**src/bot_pkg.sv**
```systemverilog
// Shared types and constants for the buffer occupancy tracker.
package bot_pkg;

   // Width of every configuration register write
   localparam int CFG_WIDTH = 40;
   localparam int CSR_INDEX_WIDTH = 3;

   // Default widths of the occupancy, traffic and request byte fields
   localparam int OCC_WIDTH_DEF = 40;
   localparam int TRAFFIC_WIDTH_DEF = 48;
   localparam int BYTES_WIDTH_DEF = 32;

   localparam logic [CFG_WIDTH-1:0] CAPACITY_RESET = CFG_WIDTH'(33554432);

   typedef enum logic [2:0] {
      FN_ADD          = 3'd0,
      FN_FIT          = 3'd1,
      FN_REMOVE       = 3'd2,
      FN_EVICT        = 3'd3,
      FN_PLAIN_ADD    = 3'd4,
      FN_PLAIN_REMOVE = 3'd5,
      FN_PLAIN_FIT    = 3'd6
   } func_type;

   typedef enum logic [1:0] {
      RG_A       = 2'd0,
      RG_B       = 2'd1,
      RG_O       = 2'd2,
      RG_UNKNOWN = 2'd3
   } region_type;

   typedef enum logic [1:0] {
      ST_OK     = 2'd0,
      ST_REGION = 2'd1,
      ST_UNDER  = 2'd2,
      ST_SAT    = 2'd3
   } status_type;

   typedef enum logic [CSR_INDEX_WIDTH-1:0] {
      CSR_TOTAL_CAPACITY = 3'd0,
      CSR_LIMIT_A        = 3'd1,
      CSR_LIMIT_B        = 3'd2,
      CSR_LIMIT_O        = 3'd3,
      CSR_SPARSE_KERNEL  = 3'd4,
      CSR_DYNAMIC_TILING = 3'd5
   } csr_index_type;

   typedef struct packed {
      logic [CFG_WIDTH-1:0] total_capacity;
      logic [CFG_WIDTH-1:0] limit_a;
      logic [CFG_WIDTH-1:0] limit_b;
      logic [CFG_WIDTH-1:0] limit_o;
      logic                 sparse_kernel;
      logic                 dynamic_tiling;
   } cfg_type;

endpackage

```
**src/buffer_occupancy_tracker.sv**
```systemverilog
// Top level of the buffer occupancy tracker: stream ports, stage registers, handshake.
//
// Tracks byte occupancy of a buffer shared by regions A, B and output, the
// total and its peak, and four wrapping traffic totals.
// Channels: req_ carries one request per item (operation, region, bytes);
// rsp_ returns exactly one result per request, in order, showing the state
// after that request. csr_ writes configuration registers by index; it is
// always ready and should only be written while no request is in flight.
// A request is taken into the input register, and its result is then loaded
// into the result register once the result slot frees. Throughput: one item
// per cycle while rsp_tready stays high; the occupancy update is a
// read-modify-write of the state registers, which is what sets that rate.
// Stall: when rsp_tready is low the result holds; one more request can still
// be taken into the input register, after which req_tready drops.
// Reset (synchronous, active high) clears occupancy, peak, traffic totals
// and the valid flags of both stage registers, and loads the configuration
// defaults.
module buffer_occupancy_tracker #(
   parameter int OCC_WIDTH = bot_pkg::OCC_WIDTH_DEF,
   parameter int TRAFFIC_WIDTH = bot_pkg::TRAFFIC_WIDTH_DEF,
   parameter int BYTES_WIDTH = bot_pkg::BYTES_WIDTH_DEF
) (
   input  logic                                            clock,
   input  logic                                            reset,
   // func, region, is_write, byte_count, count_traffic
   input  logic                                            req_tvalid,
   output logic                                            req_tready,
   input  logic [((BYTES_WIDTH + 14) / 8) * 8 - 1:0]       req_tdata,
   // status, fits, used_total, peak_total, a_occupancy, b_occupancy,
   // o_occupancy, a_read_total, b_read_total, o_read_total, o_write_total
   output logic                                            rsp_tvalid,
   input  logic                                            rsp_tready,
   output logic [((5 * OCC_WIDTH + 4 * TRAFFIC_WIDTH + 10) / 8) * 8 - 1:0] rsp_tdata,
   input  logic                                            csr_valid,
   output logic                                            csr_ready,
   input  logic [bot_pkg::CSR_INDEX_WIDTH-1:0]             csr_index,
   input  logic [bot_pkg::CFG_WIDTH-1:0]                   csr_data
);
   import bot_pkg::*;

   localparam int RSP_BITS = 3 + 5 * OCC_WIDTH + 4 * TRAFFIC_WIDTH;
   localparam int RSP_W = ((RSP_BITS + 7) / 8) * 8;

   cfg_type                  cfg;

   logic                     in_valid_ff, in_valid_in;
   logic                     rsp_valid_ff, rsp_valid_in;
   logic [2:0]               func_ff;
   logic [1:0]               region_ff;
   logic                     is_write_ff;
   logic [BYTES_WIDTH-1:0]   byte_count_ff;
   logic                     count_traffic_ff;
   logic [RSP_W-1:0]         rsp_data_ff;

   logic                     advance, req_take, step;
   logic [1:0]               status;
   logic                     fits;
   logic [OCC_WIDTH-1:0]     used_total, peak_total, a_occupancy, b_occupancy, o_occupancy;
   logic [TRAFFIC_WIDTH-1:0] a_read_total, b_read_total, o_read_total, o_write_total;

   bot_csr u_csr (
      .clock     (clock),
      .reset     (reset),
      .csr_valid (csr_valid),
      .csr_ready (csr_ready),
      .csr_index (csr_index),
      .csr_data  (csr_data),
      .cfg       (cfg)
   );

   bot_core #(
      .OCC_WIDTH     (OCC_WIDTH),
      .TRAFFIC_WIDTH (TRAFFIC_WIDTH),
      .BYTES_WIDTH   (BYTES_WIDTH)
   ) u_core (
      .clock         (clock),
      .reset         (reset),
      .step          (step),
      .cfg           (cfg),
      .func          (func_ff),
      .region        (region_ff),
      .is_write      (is_write_ff),
      .byte_count    (byte_count_ff),
      .count_traffic (count_traffic_ff),
      .status        (status),
      .fits          (fits),
      .used_total    (used_total),
      .peak_total    (peak_total),
      .a_occupancy   (a_occupancy),
      .b_occupancy   (b_occupancy),
      .o_occupancy   (o_occupancy),
      .a_read_total  (a_read_total),
      .b_read_total  (b_read_total),
      .o_read_total  (o_read_total),
      .o_write_total (o_write_total)
   );

   // Handshake: the item in the input register moves on when the result slot frees
   assign advance = !rsp_valid_ff || rsp_tready;
   assign step = in_valid_ff && advance;
   assign req_tready = !in_valid_ff || advance;
   assign req_take = req_tvalid && req_tready;

   always_comb begin
      in_valid_in = in_valid_ff;
      if (req_take) begin
         in_valid_in = 1'b1;
      end else if (step) begin
         in_valid_in = 1'b0;
      end
      rsp_valid_in = advance ? in_valid_ff : rsp_valid_ff;
   end

   always_ff @(posedge clock) begin
      if (reset) begin
         in_valid_ff <= 1'b0;
         rsp_valid_ff <= 1'b0;
      end else begin
         in_valid_ff <= in_valid_in;
         rsp_valid_ff <= rsp_valid_in;
      end
   end

   // Input register, unpacked from the request item
   always_ff @(posedge clock) begin
      if (req_take) begin
         func_ff <= req_tdata[2:0];
         region_ff <= req_tdata[4:3];
         is_write_ff <= req_tdata[5];
         byte_count_ff <= req_tdata[6 +: BYTES_WIDTH];
         count_traffic_ff <= req_tdata[6 + BYTES_WIDTH];
      end
   end

   // Result register, packed from the lowest field up
   always_ff @(posedge clock) begin
      if (step) begin
         rsp_data_ff <= RSP_W'({o_write_total, o_read_total, b_read_total, a_read_total,
                                o_occupancy, b_occupancy, a_occupancy, peak_total,
                                used_total, fits, status});
      end
   end

   assign rsp_tvalid = rsp_valid_ff;
   assign rsp_tdata = rsp_data_ff;

endmodule

```
**src/bot_csr.sv**
```systemverilog
// Configuration register file of the buffer occupancy tracker.
module bot_csr (
   input  logic                                 clock,
   input  logic                                 reset,
   input  logic                                 csr_valid,
   output logic                                 csr_ready,
   input  logic [bot_pkg::CSR_INDEX_WIDTH-1:0]  csr_index,
   input  logic [bot_pkg::CFG_WIDTH-1:0]        csr_data,
   output bot_pkg::cfg_type                     cfg
);
   import bot_pkg::*;

   cfg_type cfg_ff;
   cfg_type cfg_in;

   // Writes are always taken
   assign csr_ready = 1'b1;
   assign cfg = cfg_ff;

   // Register decode; indexes past the list are dropped
   always_comb begin
      cfg_in = cfg_ff;
      if (csr_valid) begin
         case (csr_index_type'(csr_index))
            CSR_TOTAL_CAPACITY: cfg_in.total_capacity = csr_data;
            CSR_LIMIT_A:        cfg_in.limit_a = csr_data;
            CSR_LIMIT_B:        cfg_in.limit_b = csr_data;
            CSR_LIMIT_O:        cfg_in.limit_o = csr_data;
            CSR_SPARSE_KERNEL:  cfg_in.sparse_kernel = csr_data[0];
            CSR_DYNAMIC_TILING: cfg_in.dynamic_tiling = csr_data[0];
            default:            cfg_in = cfg_ff;
         endcase
      end
   end

   always_ff @(posedge clock) begin
      if (reset) begin
         cfg_ff.total_capacity <= CAPACITY_RESET;
         cfg_ff.limit_a <= CAPACITY_RESET;
         cfg_ff.limit_b <= CAPACITY_RESET;
         cfg_ff.limit_o <= CAPACITY_RESET;
         cfg_ff.sparse_kernel <= 1'b0;
         cfg_ff.dynamic_tiling <= 1'b0;
      end else begin
         cfg_ff <= cfg_in;
      end
   end

endmodule

```
**src/bot_core.sv**
```systemverilog
// Occupancy and traffic state with the per-item update logic.
module bot_core #(
   parameter int OCC_WIDTH = bot_pkg::OCC_WIDTH_DEF,
   parameter int TRAFFIC_WIDTH = bot_pkg::TRAFFIC_WIDTH_DEF,
   parameter int BYTES_WIDTH = bot_pkg::BYTES_WIDTH_DEF
) (
   input  logic                     clock,
   input  logic                     reset,
   input  logic                     step,
   input  bot_pkg::cfg_type         cfg,
   input  logic [2:0]               func,
   input  logic [1:0]               region,
   input  logic                     is_write,
   input  logic [BYTES_WIDTH-1:0]   byte_count,
   input  logic                     count_traffic,
   output logic [1:0]               status,
   output logic                     fits,
   output logic [OCC_WIDTH-1:0]     used_total,
   output logic [OCC_WIDTH-1:0]     peak_total,
   output logic [OCC_WIDTH-1:0]     a_occupancy,
   output logic [OCC_WIDTH-1:0]     b_occupancy,
   output logic [OCC_WIDTH-1:0]     o_occupancy,
   output logic [TRAFFIC_WIDTH-1:0] a_read_total,
   output logic [TRAFFIC_WIDTH-1:0] b_read_total,
   output logic [TRAFFIC_WIDTH-1:0] o_read_total,
   output logic [TRAFFIC_WIDTH-1:0] o_write_total
);
   import bot_pkg::*;

   // Working width: room for any sum of two occupancy or byte values
   localparam int WIDE0 = (OCC_WIDTH > BYTES_WIDTH) ? OCC_WIDTH : BYTES_WIDTH;
   localparam int WIDE1 = (WIDE0 > CFG_WIDTH) ? WIDE0 : CFG_WIDTH;
   localparam int SW = WIDE1 + 2;
   localparam logic [SW-1:0] OCC_TOP = {{(SW - OCC_WIDTH){1'b0}}, {OCC_WIDTH{1'b1}}};

   logic [OCC_WIDTH-1:0]     a_ff, b_ff, o_ff, tot_ff, peak_ff;
   logic [OCC_WIDTH-1:0]     a_in, b_in, o_in, tot_in, peak_in;
   logic [TRAFFIC_WIDTH-1:0] ard_ff, brd_ff, ord_ff, owr_ff;
   logic [TRAFFIC_WIDTH-1:0] ard_in, brd_in, ord_in, owr_in;

   logic [OCC_WIDTH-1:0]     held;
   logic [SW-1:0]            bytes_w, held_w, tot_w, limit_w, cap_w;
   logic [SW-1:0]            reg_sum, tot_sum, evict_sum;
   logic                     reg_over, tot_over, evict_over;
   logic                     limit_on, tot_fit, reg_fit, under, plain_under;
   logic [OCC_WIDTH-1:0]     reg_clamp, tot_clamp, evict_clamp, held_sub, tot_sub;
   logic [OCC_WIDTH-1:0]     a_keep, b_keep, o_keep, held_new;
   logic [TRAFFIC_WIDTH-1:0] bytes_t;
   status_type               status_v;
   logic                     fits_v;
   logic                     bad_region;

   // Region selection and the shared adders and compares
   always_comb begin
      case (region_type'(region))
         RG_A: begin
            held = a_ff;
            limit_w = SW'(cfg.limit_a);
            limit_on = cfg.sparse_kernel & cfg.dynamic_tiling;
         end
         RG_B: begin
            held = b_ff;
            limit_w = SW'(cfg.limit_b);
            limit_on = cfg.dynamic_tiling;
         end
         RG_O: begin
            held = o_ff;
            limit_w = SW'(cfg.limit_o);
            limit_on = cfg.sparse_kernel & cfg.dynamic_tiling;
         end
         default: begin
            held = o_ff;
            limit_w = SW'(cfg.limit_o);
            limit_on = 1'b0;
         end
      endcase
   end

   assign bad_region = (region == RG_UNKNOWN);
   assign bytes_w = SW'(byte_count);
   assign bytes_t = TRAFFIC_WIDTH'(byte_count);
   assign held_w = SW'(held);
   assign tot_w = SW'(tot_ff);
   assign cap_w = SW'(cfg.total_capacity);

   assign reg_sum = held_w + bytes_w;
   assign tot_sum = tot_w + bytes_w;
   assign reg_over = reg_sum > OCC_TOP;
   assign tot_over = tot_sum > OCC_TOP;
   assign reg_clamp = reg_over ? {OCC_WIDTH{1'b1}} : reg_sum[OCC_WIDTH-1:0];
   assign tot_clamp = tot_over ? {OCC_WIDTH{1'b1}} : tot_sum[OCC_WIDTH-1:0];

   assign tot_fit = tot_sum <= cap_w;
   assign reg_fit = reg_sum <= limit_w;

   assign under = (bytes_w > tot_w) || (bytes_w > held_w);
   assign plain_under = bytes_w > tot_w;
   assign held_sub = held - bytes_w[OCC_WIDTH-1:0];
   assign tot_sub = tot_ff - bytes_w[OCC_WIDTH-1:0];

   // Evict: total rebuilt from the regions that remain
   assign a_keep = (region == RG_A) ? '0 : a_ff;
   assign b_keep = (region == RG_B) ? '0 : b_ff;
   assign o_keep = (region == RG_O) ? '0 : o_ff;
   assign evict_sum = SW'(a_keep) + SW'(b_keep) + SW'(o_keep);
   assign evict_over = evict_sum > OCC_TOP;
   assign evict_clamp = evict_over ? {OCC_WIDTH{1'b1}} : evict_sum[OCC_WIDTH-1:0];

   // Next state and result for the item
   always_comb begin
      a_in = a_ff;
      b_in = b_ff;
      o_in = o_ff;
      tot_in = tot_ff;
      peak_in = peak_ff;
      ard_in = ard_ff;
      brd_in = brd_ff;
      ord_in = ord_ff;
      owr_in = owr_ff;
      status_v = ST_OK;
      fits_v = 1'b0;
      held_new = held;
      case (func_type'(func))
         FN_ADD: begin
            if (bad_region) begin
               status_v = ST_REGION;
            end else begin
               held_new = reg_clamp;
               tot_in = tot_clamp;
               if (tot_clamp > peak_ff) begin
                  peak_in = tot_clamp;
               end
               if (reg_over || tot_over) begin
                  status_v = ST_SAT;
               end
               if (count_traffic) begin
                  case (region_type'(region))
                     RG_A:    ard_in = ard_ff + bytes_t;
                     RG_B:    brd_in = brd_ff + bytes_t;
                     default: begin
                        if (is_write) begin
                           owr_in = owr_ff + bytes_t;
                        end else begin
                           ord_in = ord_ff + bytes_t;
                        end
                     end
                  endcase
               end
            end
         end
         FN_FIT: begin
            if (bad_region) begin
               status_v = ST_REGION;
            end else begin
               fits_v = tot_fit && (!limit_on || reg_fit);
            end
         end
         FN_REMOVE: begin
            if (bad_region) begin
               status_v = ST_REGION;
            end else if (under) begin
               status_v = ST_UNDER;
            end else begin
               held_new = held_sub;
               tot_in = tot_sub;
               if (region == RG_O && count_traffic) begin
                  owr_in = owr_ff + bytes_t;
               end
            end
         end
         FN_EVICT: begin
            if (bad_region) begin
               status_v = ST_REGION;
            end else begin
               if (region == RG_O && count_traffic) begin
                  owr_in = owr_ff + TRAFFIC_WIDTH'(o_ff);
               end
               held_new = '0;
               tot_in = evict_clamp;
               if (evict_over) begin
                  status_v = ST_SAT;
               end
            end
         end
         FN_PLAIN_ADD: begin
            tot_in = tot_clamp;
            if (tot_clamp > peak_ff) begin
               peak_in = tot_clamp;
            end
            if (tot_over) begin
               status_v = ST_SAT;
            end
         end
         FN_PLAIN_REMOVE: begin
            if (plain_under) begin
               status_v = ST_UNDER;
            end else begin
               tot_in = tot_sub;
            end
         end
         FN_PLAIN_FIT: begin
            fits_v = tot_fit;
         end
         default: begin
            status_v = ST_OK;
         end
      endcase

      // Region write-back for the region-based operations
      if ((func == FN_ADD || func == FN_REMOVE || func == FN_EVICT) && !bad_region) begin
         case (region_type'(region))
            RG_A:    a_in = held_new;
            RG_B:    b_in = held_new;
            default: o_in = held_new;
         endcase
      end
   end

   // State registers, updated once per item
   always_ff @(posedge clock) begin
      if (reset) begin
         a_ff <= '0;
         b_ff <= '0;
         o_ff <= '0;
         tot_ff <= '0;
         peak_ff <= '0;
         ard_ff <= '0;
         brd_ff <= '0;
         ord_ff <= '0;
         owr_ff <= '0;
      end else if (step) begin
         a_ff <= a_in;
         b_ff <= b_in;
         o_ff <= o_in;
         tot_ff <= tot_in;
         peak_ff <= peak_in;
         ard_ff <= ard_in;
         brd_ff <= brd_in;
         ord_ff <= ord_in;
         owr_ff <= owr_in;
      end
   end

   // Result shows the state after the item
   assign status = status_v;
   assign fits = fits_v;
   assign used_total = tot_in;
   assign peak_total = peak_in;
   assign a_occupancy = a_in;
   assign b_occupancy = b_in;
   assign o_occupancy = o_in;
   assign a_read_total = ard_in;
   assign b_read_total = brd_in;
   assign o_read_total = ord_in;
   assign o_write_total = owr_in;

endmodule

```
**config.mk**
```make
export PLATFORM = sky130hd
export DESIGN_NAME = buffer_occupancy_tracker
export DESIGN_NICKNAME = d
export VERILOG_FILES = /design/src/bot_pkg.sv /design/src/buffer_occupancy_tracker.sv /design/src/bot_csr.sv /design/src/bot_core.sv
export SDC_FILE = /design/constraint.sdc
export NUM_CORES = 2
export LEC_CHECK = 0
export ABC_AREA = 1
export BUFFER_PORTS_ARGS = -buffer_cell sky130_fd_sc_hd__buf_2
export CAP_MARGIN = 5
export CORE_ASPECT_RATIO = 1.1
export CORE_MARGIN = 10
export CORE_UTILIZATION = 50
export CTS_BUF_LIST = sky130_fd_sc_hd__clkbuf_8
export CTS_CLUSTER_DIAMETER = 50
export DETAILED_ROUTE_END_ITERATION = 12
export PLACE_DENSITY_LB_ADDON = 0.08
export SETUP_SLACK_MARGIN = 0.3
export SYNTH_ARGS = -nofsm -noshare
export SYNTH_HDL_FRONTEND = slang
export SYNTH_HIERARCHICAL = 1
export SYNTH_SLANG_ARGS = --single-unit
```
**constraint.sdc**
```tcl
create_clock -name clock -period 74 [get_ports clock]
set_input_delay 11.1 -clock clock [delete_from_list [all_inputs] [get_ports clock]]
set_output_delay 11.1 -clock clock [all_outputs]
set_load 0.1 [all_outputs]
```
==> metrics.yaml <==
drt:
  vias: 81600
  drtIter0Drc: 10100
  routedWlPerCell_um: 25.8
  vias_per_cell: 5.92
  drc: 3
  ant_nets: 0
  firstDrtPassIters: 11
  routed_wl_um: 356000
run_status:
  status: "complete, but fails checks"
  violations: "DRC"
timing:
  rsz0062_at_grt: "no"
  worst_slew_pin_slew_ns: 1.34
  relSlewSlack: 0.108
  finalCritPeriodShare: 0.309
  fin_crit_ns: 22.89
  slew_violations: 0
  clock_skew_ns: 0.0703
  hold_violations: 0
  tns_ns: 0
  setup_viol: 0
  max_freq_ghz: 0.0437
finish:
  area_growth_pct: 10.7
  layout-drive-gt1-share: 0.0886
  fin_cells: 13800
  fin_area_um2: 82800
  nNetsFinal: 12200
grt:
  overflow: 0
  antenna_found_initial: 35
  grt_use_total: 0.410
  grt_pass1_vias: 76400
  grt_max_degree: 194
  grt_pass1_wl_um: 504000
synth:
  syn_inst: 11300
  synth_edf_count: 434
  synth_common_cells: "nand2_1, inv_1, nor2_1, a21oi_1, o21ai_0"
  yosysTopAreaCellShare: 0.174
  synth_warnings: 6
  synth_compound_area_frac: 0.164
  synth.most_common_cell: "nand2_1"
  synth.avg_cell_area_um2: 6.62
  synthFlopType: "dfxtp_1"
  synth_fa_ha_area_frac: 0.0896
  synthTopCellsByArea: "edfxtp_1, dfxtp_1, nand2_1, inv_1, ha_1"
  syn_area_um2: 74800
  synthMuxAreaShare: 0
  synth-seq-cells: 990
  yosys.area_share.simple: 0.288
  async_flop_share: 0
  synth_seq_area_share: 0.323
  synth_cell_types: 63
  synth_top_family_by_area: "simple AND/OR/NAND/NOR gates"
  synth_largest_area_cell: "edfxtp_1"
  synthXorXnorAreaFrac: 0.0241
clocking:
  clkSlewWorstSetupHoldPaths_ns: 0.06
  cts_sinks: 990
  hold_buffers: 0
  ctsLongestPathBuffers: 3
  clk_latency_ns: 1.02
  postCtsSetupBuffers: 0
  root_buffer: "clkbuf_8"
  cts-resized-gates: 0
  numCtsBuffers: 171
  cts_tree: "built"
  htree_num_levels: 4
power_and_ir_drop:
  p_leak_uw: 0.0415
  power_density_nw_per_um2: 22.2
  ir_drop_mv: 0.0207
placement:
  placed_area_um2: 78900
  port_buffers: 483
  dp.cells: 13400
  hpwl_um: 275000
  gp_congestion: 1.07
floorplanning:
  io_pins: 491
  die-area_um2: 166000
  start_util: 0.505
  die_y_um: 426
  rows: 148
  coreArea_um2: 148000
  die_w_um: 389
critical_path:
  cp_max_fo: 3
  critPathKind: "in2out"
  end_kind: "primary output"
  worstPathRequired_ns: 62.90
  arrival_ns: 11.79
  critPathLaunchType: "input port"
run:
  maxCapViolCount: 0
worst_hold_path:
  hp-class: "reg2reg"
==> metrics by stage <==
| stage | util | power (uW) | hold slack [ns] | setup slack, ns |
|---|---|---|---|---|
| 5_1_grt | 0.558 | 1910 | 0.504 | 51.06 |
| 3_3_place_gp | 0.532 | 1250 | 0.452 | 51.12 |
| 4_1_cts | 0.558 | 1820 | 0.482 | 51.10 |
| 6_report | 0.558 | 1840 | 0.479 | 51.11 |
| 2_1_floorplan | - | 1060 | 0.442 | 39.86 |
| 3_5_place_dp | 0.532 | 1260 | 0.468 | 51.10 |
==> routing by layer <==
metal,up-vias,routed length [um],global-route usage
li1,37500,-,-
met1,37800,128000,0.470
met2,5053,155000,0.636
met3,1249,39600,0.117
met4,20,33600,0.336
met5,-,149,0
==> final cells by class <==
class                      instances  area [um^2]
antenna                           27         67.6
clock buffer                     196         2700
clock inverter                   125         1140
fill                           14400        65500
inverter                        1708         6430
multi-input combinational       8175        42500
sequential                       990        24200
tap                             1950         2440
timing repair buffer             608         3420
==> layout by cell type, fill, tap and decap left out, types with 10 or more instances in the layout <==
cell type,n
diode_2,27
nand2_1,2837
nand4_1,151
o211ai_1,33
o21ai_0,851
buf_2,482
o21a_1,34
clkinv_2,12
nor2_1,1203
inv_2,22
xor2_1,163
nand3_1,721
o21bai_1,99
a21oi_1,884
ha_1,456
or2_2,84
o21ai_1,80
buf_4,121
o22ai_1,67
a21o_1,40
clkinv_1,19
edfxtp_1,434
a31oi_1,90
a21boi_0,10
a22oi_1,17
fa_1,50
inv_1,1733
clkbuf_8,196
nand3b_1,15
xnor2_1,43
bufinv_16,19
and3_1,11
dfxtp_1,556
nor4_1,21
nor3_1,90
nand2_2,10
nor2_2,19
==> critical path: stages <==
cell,delay (ns)
buf_2,0.07
inv_1,0.08
nand3_2,0.10
buf_2,0.43
==> sequential cells by signal, summed over array words and instances, names as in the netlist <==
name	cells
rsp_tdata	395
u_csr/cfg	162
u_core/ard_ff	48
u_core/brd_ff	48
u_core/ord_ff	48
u_core/owr_ff	48
u_core/a_ff	40
u_core/b_ff	40
u_core/o_ff	40
u_core/peak_ff	40
u_core/tot_ff	40
byte_count_ff	32
func_ff	3
region_ff	2
count_traffic_ff	1
in_valid_ff	1
is_write_ff	1
rsp_tvalid	1
==> final timing paths <==
kind                               startpoint        endpoint  slack, ns  depth (start not counted)
worst max-delay path               rsp_tready      req_tready      51.11                          4
worst min-delay path            u_csr/cfg[67]   u_csr/cfg[67]       0.48                          2
worst max register to register   region_ff[1]  rsp_tdata[187]      65.60                         21
worst min register to register  u_csr/cfg[67]   u_csr/cfg[67]       0.48                          2
==> report_power, final <==
group | total, uW | leakage (uW) | internal, uW | switching [uW]
combinational | 638 | 0.0306 | 150 | 489
sequential | 637 | 0.00875 | 610 | 27.6
clock | 566 | 0.00213 | 312 | 254
==> kinds of logic (layout without fill, tap and decap cells) <==
group,count (synthesis),count (layout)
compound gates,2254,2254
xor+xnor,206,206
fa+ha+maj,506,506
buf+inv,2150,2637
flops,990,990
other cells,2,33
simple gates,5203,5203
Note: power is estimated with default switching activity, not from simulation.
